## src/hw/rtl/oata_pkg.sv

```systemverilog
package oata_pkg;

  localparam int unsigned CoordW = 13;
  localparam int unsigned BoxW   = 12;
  localparam int unsigned CmdW   = 4;
  localparam int unsigned MaxCmd = 4;
  localparam int unsigned CntW   = 3;
  localparam int unsigned SlotW  = 2;
  localparam int unsigned QDepth = 2;
  localparam int unsigned QPtrW  = 1;
  localparam int unsigned QCntW  = 2;
  localparam int unsigned InW    = 32;
  localparam int unsigned OutW   = 8;
  localparam int unsigned CfgIdxW = 2;

  localparam logic [CmdW-1:0] CMD_STOP       = 4'd0;
  localparam logic [CmdW-1:0] CMD_FORWARD    = 4'd1;
  localparam logic [CmdW-1:0] CMD_BACK       = 4'd2;
  localparam logic [CmdW-1:0] CMD_TURN_LEFT  = 4'd3;
  localparam logic [CmdW-1:0] CMD_TURN_RIGHT = 4'd4;
  localparam logic [CmdW-1:0] CMD_LOOK_LEFT  = 4'd5;
  localparam logic [CmdW-1:0] CMD_LOOK_RIGHT = 4'd6;
  localparam logic [CmdW-1:0] CMD_LOOK_UP    = 4'd7;
  localparam logic [CmdW-1:0] CMD_LOOK_DOWN  = 4'd8;
  localparam logic [CmdW-1:0] CMD_FIRE       = 4'd9;
  localparam logic [CmdW-1:0] CMD_CEASE      = 4'd10;
  localparam logic [CmdW-1:0] CMD_CENTER     = 4'd11;

  localparam logic [1:0] MODE_SEARCH  = 2'd0;
  localparam logic [1:0] MODE_AVOID_L = 2'd1;
  localparam logic [1:0] MODE_AVOID_R = 2'd2;
  localparam logic [1:0] MODE_TARGET  = 2'd3;

  localparam logic [CfgIdxW-1:0] REG_BOX_LEFT   = 2'd0;
  localparam logic [CfgIdxW-1:0] REG_BOX_TOP    = 2'd1;
  localparam logic [CfgIdxW-1:0] REG_BOX_WIDTH  = 2'd2;
  localparam logic [CfgIdxW-1:0] REG_BOX_HEIGHT = 2'd3;

  localparam logic [BoxW-1:0] BOX_LEFT_RST   = 12'd195;
  localparam logic [BoxW-1:0] BOX_TOP_RST    = 12'd115;
  localparam logic [BoxW-1:0] BOX_WIDTH_RST  = 12'd250;
  localparam logic [BoxW-1:0] BOX_HEIGHT_RST = 12'd250;

  typedef struct packed {
    logic [CntW-1:0]              count;
    logic [MaxCmd-1:0][CmdW-1:0]  cmd;
  } ops_t;

  typedef struct packed {
    logic [BoxW-1:0] left;
    logic [BoxW-1:0] top;
    logic [BoxW-1:0] width;
    logic [BoxW-1:0] height;
  } box_t;

endpackage

```

## src/hw/rtl/oata_front.sv

```systemverilog
module oata_front (
  input  logic                 clk,
  input  logic                 rst,
  input  logic                 cfg_we,
  input  logic [oata_pkg::CfgIdxW-1:0] cfg_index,
  input  logic [oata_pkg::BoxW-1:0]    cfg_data,
  input  logic                 s_tvalid,
  output logic                 s_tready,
  input  logic [oata_pkg::InW-1:0]     s_tdata,
  input  logic                 q_full,
  output logic                 q_push,
  output oata_pkg::ops_t       q_data
);
  import oata_pkg::*;

  box_t       box;
  logic [1:0] mode;
  logic [1:0] mode_next;
  logic       started;
  logic       accept;

  logic                     lb, rb, fb;
  logic signed [CoordW:0]   x, y, xl, xr, yt, yb;
  logic                     x_none, y_none;
  ops_t                     ops;

  assign lb = s_tdata[0];
  assign rb = s_tdata[1];
  assign fb = s_tdata[2];
  assign x  = {s_tdata[15], s_tdata[15:3]};
  assign y  = {s_tdata[28], s_tdata[28:16]};
  assign x_none = (s_tdata[15:3] == '1);
  assign y_none = (s_tdata[28:16] == '1);

  assign xl = {2'b00, box.left};
  assign yt = {2'b00, box.top};
  assign xr = {1'b0, ({1'b0, box.left} + {1'b0, box.width})};
  assign yb = {1'b0, ({1'b0, box.top} + {1'b0, box.height})};

  assign s_tready = !q_full;
  assign accept   = s_tvalid && s_tready;

  // command list for one tick
  always_comb begin
    logic xon;
    logic yon;
    ops       = '0;
    mode_next = mode;
    xon       = 1'b0;
    yon       = 1'b0;
    if (!started) begin
      ops.cmd[ops.count[SlotW-1:0]] = CMD_FORWARD;
      ops.count = ops.count + 3'd1;
    end
    case (mode)
      MODE_SEARCH: begin
        if (fb) begin
          ops.cmd[ops.count[SlotW-1:0]] = CMD_STOP;
          ops.count = ops.count + 3'd1;
          if (!lb) begin
            ops.cmd[ops.count[SlotW-1:0]] = CMD_TURN_LEFT;
            ops.count = ops.count + 3'd1;
            mode_next = MODE_AVOID_L;
          end else if (!rb) begin
            ops.cmd[ops.count[SlotW-1:0]] = CMD_TURN_RIGHT;
            ops.count = ops.count + 3'd1;
            mode_next = MODE_AVOID_R;
          end
        end else if (rb) begin
          ops.cmd[ops.count[SlotW-1:0]] = CMD_TURN_LEFT;
          ops.count = ops.count + 3'd1;
          mode_next = MODE_AVOID_L;
        end else if (lb) begin
          ops.cmd[ops.count[SlotW-1:0]] = CMD_TURN_RIGHT;
          ops.count = ops.count + 3'd1;
          mode_next = MODE_AVOID_R;
        end
        if (!x_none && !y_none) begin
          ops.cmd[ops.count[SlotW-1:0]] = CMD_STOP;
          ops.count = ops.count + 3'd1;
          mode_next = MODE_TARGET;
        end
      end
      MODE_AVOID_L, MODE_AVOID_R: begin
        if ((mode == MODE_AVOID_L) ? (!rb && !fb) : (!lb && !fb)) begin
          ops.cmd[ops.count[SlotW-1:0]] = CMD_CENTER;
          ops.count = ops.count + 3'd1;
          ops.cmd[ops.count[SlotW-1:0]] = CMD_FORWARD;
          ops.count = ops.count + 3'd1;
          mode_next = MODE_SEARCH;
        end
      end
      default: begin
        if (x_none && y_none) begin
          ops.cmd[ops.count[SlotW-1:0]] = CMD_CENTER;
          ops.count = ops.count + 3'd1;
          ops.cmd[ops.count[SlotW-1:0]] = CMD_CEASE;
          ops.count = ops.count + 3'd1;
          ops.cmd[ops.count[SlotW-1:0]] = CMD_FORWARD;
          ops.count = ops.count + 3'd1;
          mode_next = MODE_SEARCH;
        end else begin
          if (x < xl) begin
            ops.cmd[ops.count[SlotW-1:0]] = CMD_LOOK_LEFT;
            ops.count = ops.count + 3'd1;
          end else if (x > xr) begin
            ops.cmd[ops.count[SlotW-1:0]] = CMD_LOOK_RIGHT;
            ops.count = ops.count + 3'd1;
          end else begin
            xon = 1'b1;
          end
          if (y < yt) begin
            ops.cmd[ops.count[SlotW-1:0]] = CMD_LOOK_UP;
            ops.count = ops.count + 3'd1;
          end else if (y > yb) begin
            ops.cmd[ops.count[SlotW-1:0]] = CMD_LOOK_DOWN;
            ops.count = ops.count + 3'd1;
          end else begin
            yon = 1'b1;
          end
          ops.cmd[ops.count[SlotW-1:0]] = (xon && yon) ? CMD_FIRE : CMD_CEASE;
          ops.count = ops.count + 3'd1;
        end
      end
    endcase
  end

  assign q_push = accept && (ops.count != '0);
  assign q_data = ops;

  always_ff @(posedge clk) begin
    if (rst) begin
      mode    <= MODE_SEARCH;
      started <= 1'b0;
    end else if (accept) begin
      mode    <= mode_next;
      started <= 1'b1;
    end
  end

  always_ff @(posedge clk) begin
    if (rst) begin
      box.left   <= BOX_LEFT_RST;
      box.top    <= BOX_TOP_RST;
      box.width  <= BOX_WIDTH_RST;
      box.height <= BOX_HEIGHT_RST;
    end else if (cfg_we) begin
      case (cfg_index)
        REG_BOX_LEFT:   box.left   <= cfg_data;
        REG_BOX_TOP:    box.top    <= cfg_data;
        REG_BOX_WIDTH:  box.width  <= cfg_data;
        REG_BOX_HEIGHT: box.height <= cfg_data;
        default: ;
      endcase
    end
  end

endmodule

```

## src/hw/rtl/oata_queue.sv

```systemverilog
module oata_queue (
  input  logic           clk,
  input  logic           rst,
  input  logic           push,
  input  oata_pkg::ops_t push_data,
  output logic           full,
  input  logic           pop,
  output oata_pkg::ops_t pop_data,
  output logic           empty
);
  import oata_pkg::*;

  ops_t             slots [QDepth];
  logic [QPtrW-1:0] wr_ptr;
  logic [QPtrW-1:0] rd_ptr;
  logic [QCntW-1:0] count;

  assign full     = (count == QCntW'(QDepth));
  assign empty    = (count == '0);
  assign pop_data = slots[rd_ptr];

  always_ff @(posedge clk) begin
    if (push) begin
      slots[wr_ptr] <= push_data;
    end
  end

  always_ff @(posedge clk) begin
    if (rst) begin
      wr_ptr <= '0;
      rd_ptr <= '0;
      count  <= '0;
    end else begin
      if (push) begin
        wr_ptr <= wr_ptr + 1'b1;
      end
      if (pop) begin
        rd_ptr <= rd_ptr + 1'b1;
      end
      if (push && !pop) begin
        count <= count + 1'b1;
      end else if (pop && !push) begin
        count <= count - 1'b1;
      end
    end
  end

endmodule

```

## src/hw/rtl/oata_back.sv

```systemverilog
module oata_back (
  input  logic                      clk,
  input  logic                      rst,
  input  logic                      q_empty,
  input  oata_pkg::ops_t            q_data,
  output logic                      q_pop,
  output logic                      m_tvalid,
  input  logic                      m_tready,
  output logic [oata_pkg::OutW-1:0] m_tdata,
  output logic                      m_tlast
);
  import oata_pkg::*;

  ops_t             cur;
  logic             cur_valid;
  logic [SlotW-1:0] idx;
  logic             cur_last;
  logic             out_ld;

  assign cur_last = ({1'b0, idx} == (cur.count - 3'd1));
  assign out_ld   = cur_valid && (!m_tvalid || m_tready);
  assign q_pop    = !q_empty && (!cur_valid || (out_ld && cur_last));

  always_ff @(posedge clk) begin
    if (rst) begin
      cur_valid <= 1'b0;
      idx       <= '0;
    end else if (q_pop) begin
      cur_valid <= 1'b1;
      idx       <= '0;
    end else if (out_ld) begin
      cur_valid <= !cur_last;
      idx       <= idx + 1'b1;
    end
  end

  always_ff @(posedge clk) begin
    if (q_pop) begin
      cur <= q_data;
    end
  end

  always_ff @(posedge clk) begin
    if (rst) begin
      m_tvalid <= 1'b0;
    end else if (out_ld) begin
      m_tvalid <= 1'b1;
    end else if (m_tready) begin
      m_tvalid <= 1'b0;
    end
  end

  always_ff @(posedge clk) begin
    if (out_ld) begin
      m_tdata <= {{(OutW-CmdW){1'b0}}, cur.cmd[idx]};
      m_tlast <= cur_last;
    end
  end

endmodule

```

## src/hw/rtl/obstacle_avoid_target_aim_fsm_unit.sv

```systemverilog
// obstacle avoiding, target aiming controller
// s_t* carries one control tick per transfer: sensor bits and target position
// m_t* carries the resulting motion, camera and laser commands, one per
// transfer, with m_tlast on the final command of each tick; a tick that
// produces no command gives no transfer at all
// cfg_we / cfg_index / cfg_data write the aim box registers (left, top, width,
// height); user must write only while the block is idle (not enforced)
// a tick's 1 to 4 commands pass through a queue slot, the back end's
// current-tick register and the single output register, which issues one
// command per cycle while the receiver is ready; quiet and single-command
// ticks go at one per cycle unless the receiver stalls
// a two-entry queue sits between the classifying front end and the issuing
// back end, so input keeps flowing while a stalled receiver holds results
// s_tready drops only when that queue is full
// reset clears mode to searching, re-arms the start command (forward, sent
// ahead of the first tick's commands) and restores the default aim box
// a stalled receiver holds m_tvalid, m_tdata and m_tlast steady
module obstacle_avoid_target_aim_fsm_unit (
  input  logic                         clk,
  input  logic                         rst,
  input  logic                         cfg_we,
  input  logic [oata_pkg::CfgIdxW-1:0] cfg_index,
  input  logic [oata_pkg::BoxW-1:0]    cfg_data,
  input  logic                         s_tvalid,
  output logic                         s_tready,
  // left_blocked, right_blocked, front_blocked, target_x[12:0], target_y[12:0]
  input  logic [oata_pkg::InW-1:0]     s_tdata,
  output logic                         m_tvalid,
  input  logic                         m_tready,
  // command[3:0]
  output logic [oata_pkg::OutW-1:0]    m_tdata,
  output logic                         m_tlast
);
  import oata_pkg::*;

  logic q_full;
  logic q_push;
  logic q_pop;
  logic q_empty;
  ops_t q_in;
  ops_t q_out;

  oata_front u_front (
    .clk      (clk),
    .rst      (rst),
    .cfg_we   (cfg_we),
    .cfg_index(cfg_index),
    .cfg_data (cfg_data),
    .s_tvalid (s_tvalid),
    .s_tready (s_tready),
    .s_tdata  (s_tdata),
    .q_full   (q_full),
    .q_push   (q_push),
    .q_data   (q_in)
  );

  oata_queue u_queue (
    .clk      (clk),
    .rst      (rst),
    .push     (q_push),
    .push_data(q_in),
    .full     (q_full),
    .pop      (q_pop),
    .pop_data (q_out),
    .empty    (q_empty)
  );

  oata_back u_back (
    .clk     (clk),
    .rst     (rst),
    .q_empty (q_empty),
    .q_data  (q_out),
    .q_pop   (q_pop),
    .m_tvalid(m_tvalid),
    .m_tready(m_tready),
    .m_tdata (m_tdata),
    .m_tlast (m_tlast)
  );

endmodule

```

## config.mk

```make
export PLATFORM = sky130hd
export DESIGN_NAME = obstacle_avoid_target_aim_fsm_unit
export DESIGN_NICKNAME = d
export VERILOG_FILES = /design/src/hw/rtl/oata_pkg.sv /design/src/hw/rtl/oata_front.sv /design/src/hw/rtl/oata_queue.sv /design/src/hw/rtl/oata_back.sv /design/src/hw/rtl/obstacle_avoid_target_aim_fsm_unit.sv
export SDC_FILE = /design/constraint.sdc
export NUM_CORES = 1
export LEC_CHECK = 0
export ABC_AREA = 1
export BUFFER_PORTS_ARGS = -buffer_cell sky130_fd_sc_hd__buf_2
export CORE_MARGIN = 4
export CORE_UTILIZATION = 60
export CTS_CLUSTER_DIAMETER = 60
export DETAILED_ROUTE_END_ITERATION = 10
export HOLD_SLACK_MARGIN = 0.05
export PLACE_DENSITY = 0.8
export RECOVER_POWER = 100
export SLEW_MARGIN = 10
export SYNTH_ARGS = -nofsm -noshare
export SYNTH_HDL_FRONTEND = slang
export SYNTH_SLANG_ARGS = --single-unit
export TNS_END_PERCENT = 5
```

## constraint.sdc

```tcl
create_clock -name clk -period 10.42 [get_ports clk]
set_input_delay 0.521 -clock clk [delete_from_list [all_inputs] [get_ports clk]]
set_output_delay 0.521 -clock clk [all_outputs]
set_load 0.02 [all_outputs]
```

==> results of run 1 <==
## flip-flops by register name, indices dropped and copies added, names as in the netlist
name,count
u_back.idx,2
u_queue.slots,38
u_front.started,1
u_queue.wr_ptr,1
u_front.box,48
u_queue.count,2
u_front.mode,2
u_back.m_tlast,1
u_queue.rd_ptr,1
u_back.m_tdata,4
u_back.cur_valid,1
u_back.m_tvalid,1
u_back.cur,19
## layer usage
metal  wire length (um)  track usage (%)  part of all wire, %
met5                  0                0                    0
met4                324             7.54                  1.8
met3               1290             6.04                  7.2
met2               8000             38.9                   45
met1               8290             34.2                   46
## where the power goes
group          internal (uW)  switching [uW]  total [uW]
registers                653            49.5         703
logic                    168             341         509
clock network            392             218         610
## layout by cell type (no fill, tap or decap), types with 5 or more instances in the layout
master,count
clkbuf_16,17
buf_2,46
nor2_1,77
dfxtp_1,59
nor3_1,15
a21oi_1,67
clkbuf_1,11
nor2_2,5
edfxtp_1,62
nand2_1,229
a21oi_2,5
nand2_2,6
o21ai_0,59
nand4_1,7
o22ai_1,5
nand3_1,53
ha_1,92
inv_1,133
nor4_1,11
xor2_1,19
o211ai_1,12
## per-stage QoR
step / hold WS, ns / total power (uW) / worst slack [ns]
CTS: 0.357 / 1830 / 4.66
floorplan: 0.435 / 1080 / 5.01
detailed placement: 0.459 / 1220 / 4.70
finish: 0.370 / 1820 / 3.87
global route: 0.372 / 1930 / 3.26
global placement: 0.446 / 1200 / 4.73
## cell type report
| type | instances | area (um^2) | share of cell area [%] |
|---|---|---|---|
| inverters | 139 | 522 | 5.85 |
| clock inverters | 12 | 163 | 1.82 |
| clock buffers | 20 | 457 | 5.12 |
| multi-input cells | 713 | 4230 | 47.5 |
| flip-flops and latches | 121 | 3040 | 34.1 |
| diodes | 1 | 2.50 | 0.0281 |
| well taps | 172 | 215 | 2.41 |
| repair buffers | 58 | 283 | 3.17 |
## worst paths after layout
| kind | to |
|---|---|
| setup / recovery | u_queue.slots[0][7] |
| hold / removal | u_front.box[19] |
| hold reg to reg | u_front.box[15] |
| setup reg to reg | u_queue.slots[0][7] |
## worst max-delay path, delay by kind of cell (launching register included)
kind,cells,cell delay (ns)
compound gates,7,1.47
xor+xnor,1,0.15
fa+ha+maj,4,1.17
buf+inv,6,1.14
flops,1,0.31
simple gates,18,1.91
## cells by family (layout without fill, tap and decap cells)
logic type,Yosys count,after routing
simple gates,419,419
compound gates,173,173
buf+inv,161,229
flops,121,121
fa+ha+maj,94,94
xor+xnor,23,23
other cells,1,5
==> impl_metrics.env, run 1 <==
export IMPL_grt_pass1_vias=6355
export IMPL_grt_pass1_wl_um=29600
export IMPL_fp_dieH_um=123
export IMPL_first_pass_iters=6
export IMPL_clock_latency_ns=0.42
export IMPL_antenna_found_initial=1
export IMPL_slowest_delay_ns=0.77
export IMPL_final_min_clock_period_ns=6.55
export IMPL_nets=1195
export IMPL_crit_path_end_kind="flip-flop"
export IMPL_cts_repair_resized=0
export IMPL_synth_top_family_by_area="simple AND/OR/NAND/NOR gates"
export IMPL_layout_cells_non_filler=1236
export IMPL_drive_above_1_share_pct=10.7
export IMPL_worstSetupStartpoint="u_front.box[14]"
export IMPL_hold_viol=0
export IMPL_p_leak_uw=0.00423
export IMPL_dp_cells=1203
export IMPL_grt_usage_pct=24.8
export IMPL_relSlewSlack_pct=-39.7
export IMPL_synth_top_area_share_pct=23.5
export IMPL_cts_hold_fix_buffers=0
export IMPL_rsz0062_at_grt="false"
export IMPL_tns_ns=0
export IMPL_startpoint_type="flip-flop"
export IMPL_r2r_start="u_front.box[14]"
export IMPL_status="finished with violations"
export IMPL_io_pins=62
export IMPL_crit_path_max_fanout=19
export IMPL_synth_compound_area_share_pct=12.8
export IMPL_cp_data_arrival_time_ns=6.57
export IMPL_gp_congestion=0.930
export IMPL_htree_levels=4
export IMPL_max_freq_mhz=153
export IMPL_rows=41
export IMPL_clkTransAtPathRegs_ns=0.05
export IMPL_clock_sinks=121
export IMPL_vias=6821
export IMPL_synthArstFlopShare_pct=0
export IMPL_grt_max_degree=54
export IMPL_ys_ff_latch=121
export IMPL_rr_worst_depth=36
export IMPL_violations="max-capacitance violations, max-slew violations"
export IMPL_tightest_slew_ns=2.10
export IMPL_post_cts_buffers=0
export IMPL_yosysMostFrequentCell="nand2_1"
export IMPL_cts_buffers=17
export IMPL_ys_warn_count=0
export IMPL_n_fill_cell=1038
export IMPL_synth_edf_count=62
export IMPL_drt_initial_drc_count=469
export IMPL_drv_slew=54
export IMPL_syn2layout_area_growth_pct=12.4
export IMPL_yosysUniqueCellTypes=47
export IMPL_ys_top_cells_by_area="edfxtp_1 (23%), dfxtp_1 (15%), ha_1 (15%)"
export IMPL_avgSynthCellArea_um2=8.00
export IMPL_finish_instance_area_um2=8920
export IMPL_worstHoldPathType="input port to flip-flop"
export IMPL_fin_skew_ns=0.0106
export IMPL_yosysTopAreaCell="edfxtp_1"
export IMPL_holdPathStages=3
export IMPL_netlist_area_um2=7930
export IMPL_r2r_slack_ns=3.87
export IMPL_synthTopCellsByCount="nand2_1 (228), inv_1 (132), ha_1 (92), nor2_1 (74), a21oi_1 (65)"
export IMPL_critPathKind="flip-flop to flip-flop"
export IMPL_required_ns=10.45
export IMPL_core_area_um2=12800
export IMPL_ir_worst_vdd_mv=0.182
export IMPL_postPlaceCellArea_um2=8360
export IMPL_critPathSlowestCell="clkbuf_1"
export IMPL_synth_seq_area_share_pct=38.4
export IMPL_synthSimpleGateAreaFrac_pct=23.4
export IMPL_cts_tree="done"
export IMPL_detail_route_vias_per_cell=5.52
export IMPL_die_w_um=123
export IMPL_finalCritPeriodShare_pct=62.8
export IMPL_synth_xor_area_share_pct=2.54
export IMPL_hpwl_um=13300
export IMPL_synthMuxAreaShare_pct=0
export IMPL_final_core_utilization_pct=69.8
export IMPL_synthFlopType="edfxtp_1"
export IMPL_io_buffer_count=54
export IMPL_cts_buffer_depth=2
export IMPL_drc_errors=0
export IMPL_wirelength_um=17900
export IMPL_antenna_left=0
export IMPL_cts_root_buf="clkbuf_16"
export IMPL_min_delay_start="cfg_data[7]"
export IMPL_final_setup_viol_count=0
export IMPL_cap_violations=1
export IMPL_fp_dieArea_um2=15100
export IMPL_avgRoutedWirePerCell_um=14.5
export IMPL_start_util_pct=62.1
export IMPL_synth_fa_ha_area_share_pct=15.0
export IMPL_power_density_nw_per_um2=204
export IMPL_gr_total_overflow=0
export IMPL_path_common_cell="nand2_1"
export IMPL_netlist_instances=992
(Power assumes the default switching activity.)
==> inputs of run 2 (changes only) <==
--- a/config.mk
+++ b/config.mk
@@ -5,7 +5,7 @@
 export SDC_FILE = /design/constraint.sdc
 export NUM_CORES = 1
 export LEC_CHECK = 0
-export ABC_AREA = 1
+export ABC_AREA = 0
 export BUFFER_PORTS_ARGS = -buffer_cell sky130_fd_sc_hd__buf_2
 export CORE_MARGIN = 4
 export CORE_UTILIZATION = 60
==> constraint.sdc (replaced) <==
create_clock -name clk -period 6.5 [get_ports clk]
set_input_delay 0.325 -clock clk [delete_from_list [all_inputs] [get_ports clk]]
set_output_delay 0.325 -clock clk [all_outputs]
set_load 0.02 [all_outputs]
==> run 2 against run 1 <==
The run still ends with max-capacitance violations, max-slew violations left. Wire length is 5.8% higher. Global-route usage is 1.2 points higher. Via count is 4.6% lower. Register-to-register slack worse by 3.3 ns. Combinational power is 65% higher. Die area is 0.60% lower. Design area is 0.43% lower. Fmax is 11% higher. Hold slack worse by 0.19 ns. Area after synthesis is 0.65% lower. Core utilization hardly changed. Critical path depth is 5 lower. Critical path type unchanged. Largest cell class unchanged. Highest routed layer unchanged.
==> impl_metrics.env, run 2 <==
export IMPL_yosysUniqueCellTypes=74
export IMPL_n_fill_cell=1016
export IMPL_ys_warn_count=0
export IMPL_antenna_found_initial=0
export IMPL_gr_total_overflow=0
export IMPL_relSlewSlack_pct=-38.4
export IMPL_ys_top_cells_by_area="edfxtp_1 (24%), dfxtp_1 (15%), ha_1 (15%)"
export IMPL_final_common_cell="nand2_1"
export IMPL_yosysMostFrequentCell="nand2_1"
export IMPL_hold_viol=0
export IMPL_status="finished with violations"
export IMPL_clock_latency_ns=0.42
export IMPL_power_density_nw_per_um2=322
export IMPL_final_core_utilization_pct=69.8
export IMPL_netlist_area_um2=7880
export IMPL_netlist_instances=840
export IMPL_wl_met3_um=890
export IMPL_drv_slew=24
export IMPL_internal_power_uw=1940
export IMPL_layout_common_cells="nand2_1 (124), ha_1 (90), a21oi_1 (72)"
export IMPL_cts_hold_fix_buffers=0
export IMPL_nets=1037
export IMPL_drive_above_1_share_pct=14.4
export IMPL_syn2layout_area_growth_pct=12.7
export IMPL_power_share_clock_pct=30.6
export IMPL_fp_dieArea_um2=15000
export IMPL_fin_ws_ns=0.578
export IMPL_clkTransAtPathRegs_ns=0.05
export IMPL_switching_share_pct=32.2
export IMPL_cts_tree="done"
export IMPL_htree_levels=4
export IMPL_core_area_um2=12700
export IMPL_required_ns=6.84
export IMPL_wirelength_um=19000
export IMPL_fin_skew_ns=0.00831
export IMPL_synth_seq_area_share_pct=38.6
export IMPL_gp_congestion=0.912
export IMPL_cp_data_arrival_time_ns=6.26
export IMPL_multi_input_area_um2=4580
export IMPL_tightest_slew_ns=2.08
export IMPL_io_pins=62
export IMPL_sequentialPowerShare_pct=40.0
export IMPL_vias=6510
export IMPL_avgRoutedWirePerCell_um=17.6
export IMPL_grt_pass1_wl_um=30600
export IMPL_die_w_um=123
export IMPL_grt_pass1_vias=6438
export IMPL_start_util_pct=61.9
export IMPL_critPathKind="flip-flop to flip-flop"
export IMPL_grt_max_degree=62
export IMPL_max_freq_mhz=169
export IMPL_cap_violations=1
export IMPL_fp_dieH_um=123
export IMPL_detail_route_vias_per_cell=6.04
export IMPL_synthArstFlopShare_pct=0
export IMPL_clock_sinks=121
export IMPL_synthFlopType="edfxtp_1"
export IMPL_finalCritPeriodShare_pct=91.1
export IMPL_avgSynthCellArea_um2=9.38
export IMPL_power_switching_uw=920
export IMPL_first_pass_iters=5
export IMPL_worstHoldPathType="input port to flip-flop"
export IMPL_final_setup_viol_count=0
export IMPL_rows=41
export IMPL_drt_initial_drc_count=417
export IMPL_place_ws_ns=0.0407
export IMPL_violations="max-capacitance violations, max-slew violations"
export IMPL_ir_worst_vdd_mv=0.181
export IMPL_cts_buffer_depth=2
export IMPL_top_regs="u_front.box: 48 flops, u_queue.slots: 38 flops, u_back.cur: 19 flops"
export IMPL_drc_errors=0
export IMPL_antenna_left=0
export IMPL_synthTopCellsByCount="nand2_1 (124), ha_1 (92), a21oi_1 (72), edfxtp_1 (62), dfxtp_1 (59)"
export IMPL_synth_edf_count=62
export IMPL_hpwl_um=14200
export IMPL_cts_root_buf="clkbuf_16"
export IMPL_cts_buffers=17
export IMPL_m1WireLength_um=7430
export IMPL_p_comb_share_pct=29.4
export IMPL_top_layer="met4"
export IMPL_crit_path_max_fanout=10
export IMPL_critPathSlowestCell="fa_1"
export IMPL_yosysTopAreaCell="edfxtp_1"
export IMPL_io_buffer_count=54
export IMPL_regMostFlops="u_front.box"
export IMPL_crit_path_end_kind="flip-flop"
export IMPL_diodes=0
export IMPL_ys_ff_latch=121
export IMPL_synth_top_area_share_pct=23.6
export IMPL_largest_register_ffs=48
export IMPL_startpoint_type="flip-flop"
export IMPL_p_leak_uw=0.00364
export IMPL_grt_usage_pct=26.0
export IMPL_slowest_delay_ns=0.39
export IMPL_final_min_clock_period_ns=5.92
export IMPL_wl_met2_um=10100
export IMPL_regArea_um2=3040
## run 2: final timing paths
kind	slack [ns]	start	endpoint	cells after the start
min reg2reg	0.46	u_front.box[12]	u_front.box[12]	2
min	0.18	cfg_data[3]	u_front.box[3]	3
max reg2reg	0.58	u_front.box[36]	u_queue.count[1]	31
max	0.58	u_front.box[36]	u_queue.count[1]	31
## run 2: critical path, delay by kind of cell, from the launching register on
kind	cells	cell delay (ns)
xor gates and xnor gates	2	0.39
adders and majority gates	6	1.62
DFF	1	0.35
AOI/OAI and AO/OA	11	1.62
and+or+nand+nor	9	1.52
buffers and inverters	3	0.33
## run 2: layer usage
metal | global-route usage [%] | vias to the layer above
met5 | 0 | -
met1 | 29.1 | 3070
met3 | 4.56 | 46
li1 | - | 3159
met4 | 10.8 | 0
met2 | 48.4 | 235
## run 2: what timing repair did
action,CTS,global route
resized for setup,1,6
buffers inserted,0,1
pin swaps,0,1
endpoints found under the setup margin,1,40
## run 2: power groups by stage
stage	clock network, uW	logic (uW)	registers (uW)
after floorplan	0	622	1120
after global placement	0	787	1140
after detailed placement	0	828	1150
after CTS	886	841	1140
after global routing	920	935	1160
final	873	841	1140
## run 2: cells by family after synthesis
group / synth area share, %
adder cells (fa/ha/maj): 15.1
multiplexers: 4.91
other: 0.0476
flip-flops: 38.6
buffers and inverters: 3.91
AND/OR/NAND/NOR: 17.7
AO/OA/AOI/OAI: 16.5
XOR/XNOR: 3.22
## run 2: cell type report
| type | instances | area share, % |
|---|---|---|
| clock inverter | 11 | 1.10 |
| multi-input combinational | 644 | 51.6 |
| sequential | 121 | 34.3 |
| tap | 172 | 2.42 |
| timing repair buffer | 59 | 3.35 |
| inverter | 49 | 2.07 |
| clock buffer | 21 | 5.19 |
## run 2: through the flow
step	hold slack [ns]	power (uW)	instance area (um^2)	setup TNS [ns]	cells
3_3_place_gp	0.453	1930	8300	0	1044
3_5_place_dp	0.452	1980	8300	0	1044
4_1_cts	0.171	2870	8860	0	1076
2_1_floorplan	0.441	1740	7890	-3.84	843
5_1_grt	0.178	3020	8880	-0.00629	1077
6_report	0.183	2860	8880	0	1077
==> inputs of run 3 (changes only) <==
--- a/config.mk
+++ b/config.mk
@@ -5,14 +5,13 @@
 export SDC_FILE = /design/constraint.sdc
 export NUM_CORES = 1
 export LEC_CHECK = 0
-export ABC_AREA = 0
 export BUFFER_PORTS_ARGS = -buffer_cell sky130_fd_sc_hd__buf_2
 export CORE_MARGIN = 4
-export CORE_UTILIZATION = 60
+export CORE_UTILIZATION = 61
 export CTS_CLUSTER_DIAMETER = 60
 export DETAILED_ROUTE_END_ITERATION = 10
 export HOLD_SLACK_MARGIN = 0.05
-export PLACE_DENSITY = 0.8
+export PLACE_DENSITY = 0.81
 export RECOVER_POWER = 100
 export SLEW_MARGIN = 10
 export SYNTH_ARGS = -nofsm -noshare
==> run 3 against run 2 <==
Non-clock buffer count is 2 higher. Wire length fell by 6.7%. The flow now finishes without violations. Clock skew hardly changed. Fmax fell by 1.2%. Power up 2.0%. Sequential share of layout area fell by 0.15 points. Via count down 2.4%. Hold slack got worse by 0.0020 ns. Sequential power about the same. Core utilization grew 0.87 points.
==> impl_metrics.env, run 3 (synthesized netlist as in run 2, its figures left out) <==
export IMPL_start_util_pct=62.5
export IMPL_io_pins=62
export IMPL_final_min_clock_period_ns=6.00
export IMPL_drt_initial_drc_count=398
export IMPL_cap_violations=0
export IMPL_cts_buffers=17
export IMPL_grt_pass1_vias=6029
export IMPL_first_pass_iters=5
export IMPL_max_freq_mhz=167
export IMPL_core_area_um2=12600
export IMPL_multi_input_area_um2=4570
export IMPL_drv_slew=0
export IMPL_path_common_cell="ha_1"
export IMPL_cts_buffer_depth=2
export IMPL_tightest_slew_ns=1.20
export IMPL_postPlaceCellArea_um2=8310
export IMPL_avgRoutedWirePerCell_um=16.4
export IMPL_holdPathStages=2
export IMPL_fp_dieArea_um2=14800
export IMPL_min_delay_start="cfg_data[7]"
export IMPL_htree_levels=4
export IMPL_final_common_cell="nand2_1"
export IMPL_r2r_slack_ns=0.50
export IMPL_drive_above_1_share_pct=14.6
export IMPL_detail_route_vias_per_cell=5.89
export IMPL_fp_dieH_um=122
export IMPL_relSlewSlack_pct=19.8
export IMPL_grt_pass1_wl_um=28700
export IMPL_io_buffer_count=54
export IMPL_antenna_left=0
export IMPL_startpoint_type="flip-flop"
export IMPL_cts_root_buf="clkbuf_16"
export IMPL_rr_worst_depth=29
export IMPL_cp_data_arrival_time_ns=6.33
export IMPL_layout_common_cells="nand2_1 (124), ha_1 (92), a21oi_1 (70)"
export IMPL_gr_total_overflow=0
export IMPL_finish_instance_area_um2=8920
export IMPL_grt_usage_pct=24.4
export IMPL_wl_met3_um=838
export IMPL_cts_tree="done"
export IMPL_gp_congestion=0.927
export IMPL_worstSetupStartpoint="u_front.box[36]"
export IMPL_hold_end="u_front.box[43]"
export IMPL_crit_path_max_fanout=10
export IMPL_diodes=0
export IMPL_m1WireLength_um=7250
export IMPL_hpwl_um=13200
export IMPL_r2r_end="u_queue.count[1]"
export IMPL_top_regs="u_front.box: 48 flops, u_queue.slots: 38 flops, u_back.cur: 19 flops"
export IMPL_drc_errors=0
export IMPL_worstHoldPathType="input port to flip-flop"
export IMPL_largest_register_ffs=48
export IMPL_required_ns=6.83
export IMPL_clkTransAtPathRegs_ns=0.05
export IMPL_syn2layout_area_growth_pct=13.2
export IMPL_critPathKind="flip-flop to flip-flop"
export IMPL_power_density_nw_per_um2=326
export IMPL_antenna_found_initial=1
export IMPL_wl_met2_um=9100
export IMPL_critPathSlowestCell="fa_1"
export IMPL_clock_latency_ns=0.42
export IMPL_clock_sinks=121
export IMPL_ir_worst_vdd_mv=0.208
export IMPL_n_fill_cell=999
export IMPL_rows=41
export IMPL_nets=1039
export IMPL_hold_viol=0
export IMPL_slowest_delay_ns=0.39
export IMPL_status="complete, no violations"
export IMPL_grt_max_degree=62
export IMPL_vias=6353
export IMPL_final_core_utilization_pct=70.7
export IMPL_regArea_um2=3040
export IMPL_r2r_start="u_front.box[36]"
export IMPL_wirelength_um=17700
export IMPL_regMostFlops="u_front.box"
export IMPL_p_leak_uw=0.00368
export IMPL_top_layer="met5"
export IMPL_final_setup_viol_count=0
export IMPL_crit_path_end_kind="flip-flop"
export IMPL_die_w_um=122
export IMPL_finalCritPeriodShare_pct=92.2
export IMPL_fin_skew_ns=0.00785
run 3: cell types whose count changed in the layout (fill, tap and decap cells not counted), sizes merged:
cell / change
clkinvlp: -3
bufinv: +2
clkinv: +2
buf: +1
run 3: power breakdown:
group          internal (uW)  switching (uW)  leakage (uW)  total [uW]
registers               1050            94.6       0.00107        1140
logic                    349             482       0.00233         831
clock network            610             330      0.000288         940
total                   2000             907       0.00368        2910
run 3: final cells by class:
cell class / instances / area share, %
clock buffer: 20 / 5.01
multi-input combinational: 644 / 51.2
timing repair buffer: 61 / 3.47
inverter: 49 / 2.06
tap: 172 / 2.41
sequential: 121 / 34.1
clock inverter: 12 / 1.68
run 3: worst max path at each step:
| stage | endpoint | slack [ns] | cells after the start |
|---|---|---|---|
| floorplan | u_queue.slots[0][0] | -0.10 | 28 |
| CTS | u_queue.count[1] | 0.16 | 28 |
| finish | u_queue.count[1] | 0.50 | 29 |
| global route | u_queue.count[1] | -0.01 | 30 |
| detailed placement | u_queue.count[1] | 0.20 | 28 |
| global placement | u_queue.count[1] | 0.33 | 28 |
run 3: critical path: cells and delay by family (launching register included):
kind | cells | cell delay, ns
buffers and inverters | 3 | 0.30
AO/OA/AOI/OAI | 12 | 1.95
flip-flops | 1 | 0.37
adder cells (fa/ha/maj) | 6 | 1.85
AND/OR/NAND/NOR | 6 | 1.09
XOR/XNOR | 2 | 0.33
run 3: per-layer routing:
| layer | vias to the layer above | track usage [%] |
|---|---|---|
| met4 | 2 | 9.10 |
| met5 | - | 0 |
| met1 | 2985 | 28.6 |
| met3 | 38 | 5.34 |
| met2 | 173 | 43.7 |
| li1 | 3155 | - |
run 3: through the flow:
step	power, uW	hold WS [ns]	std cells	TNS (ns)	setup slack (ns)
floorplan	1740	0.441	843	-3.84	-0.101
global placement	1940	0.450	1045	0	0.332
detailed placement	1970	0.457	1045	0	0.205
CTS	2920	0.165	1077	0	0.158
global route	3070	0.187	1079	-0.0140	-0.0140
finish	2910	0.181	1079	0	0.505
run 3: repair_timing:
action	CTS	global route
setup buffers	0	2
endpoints found under the hold margin	0	0
setup endpoints to repair	0	40
gates resized for setup	0	4
hold buffers	0	0
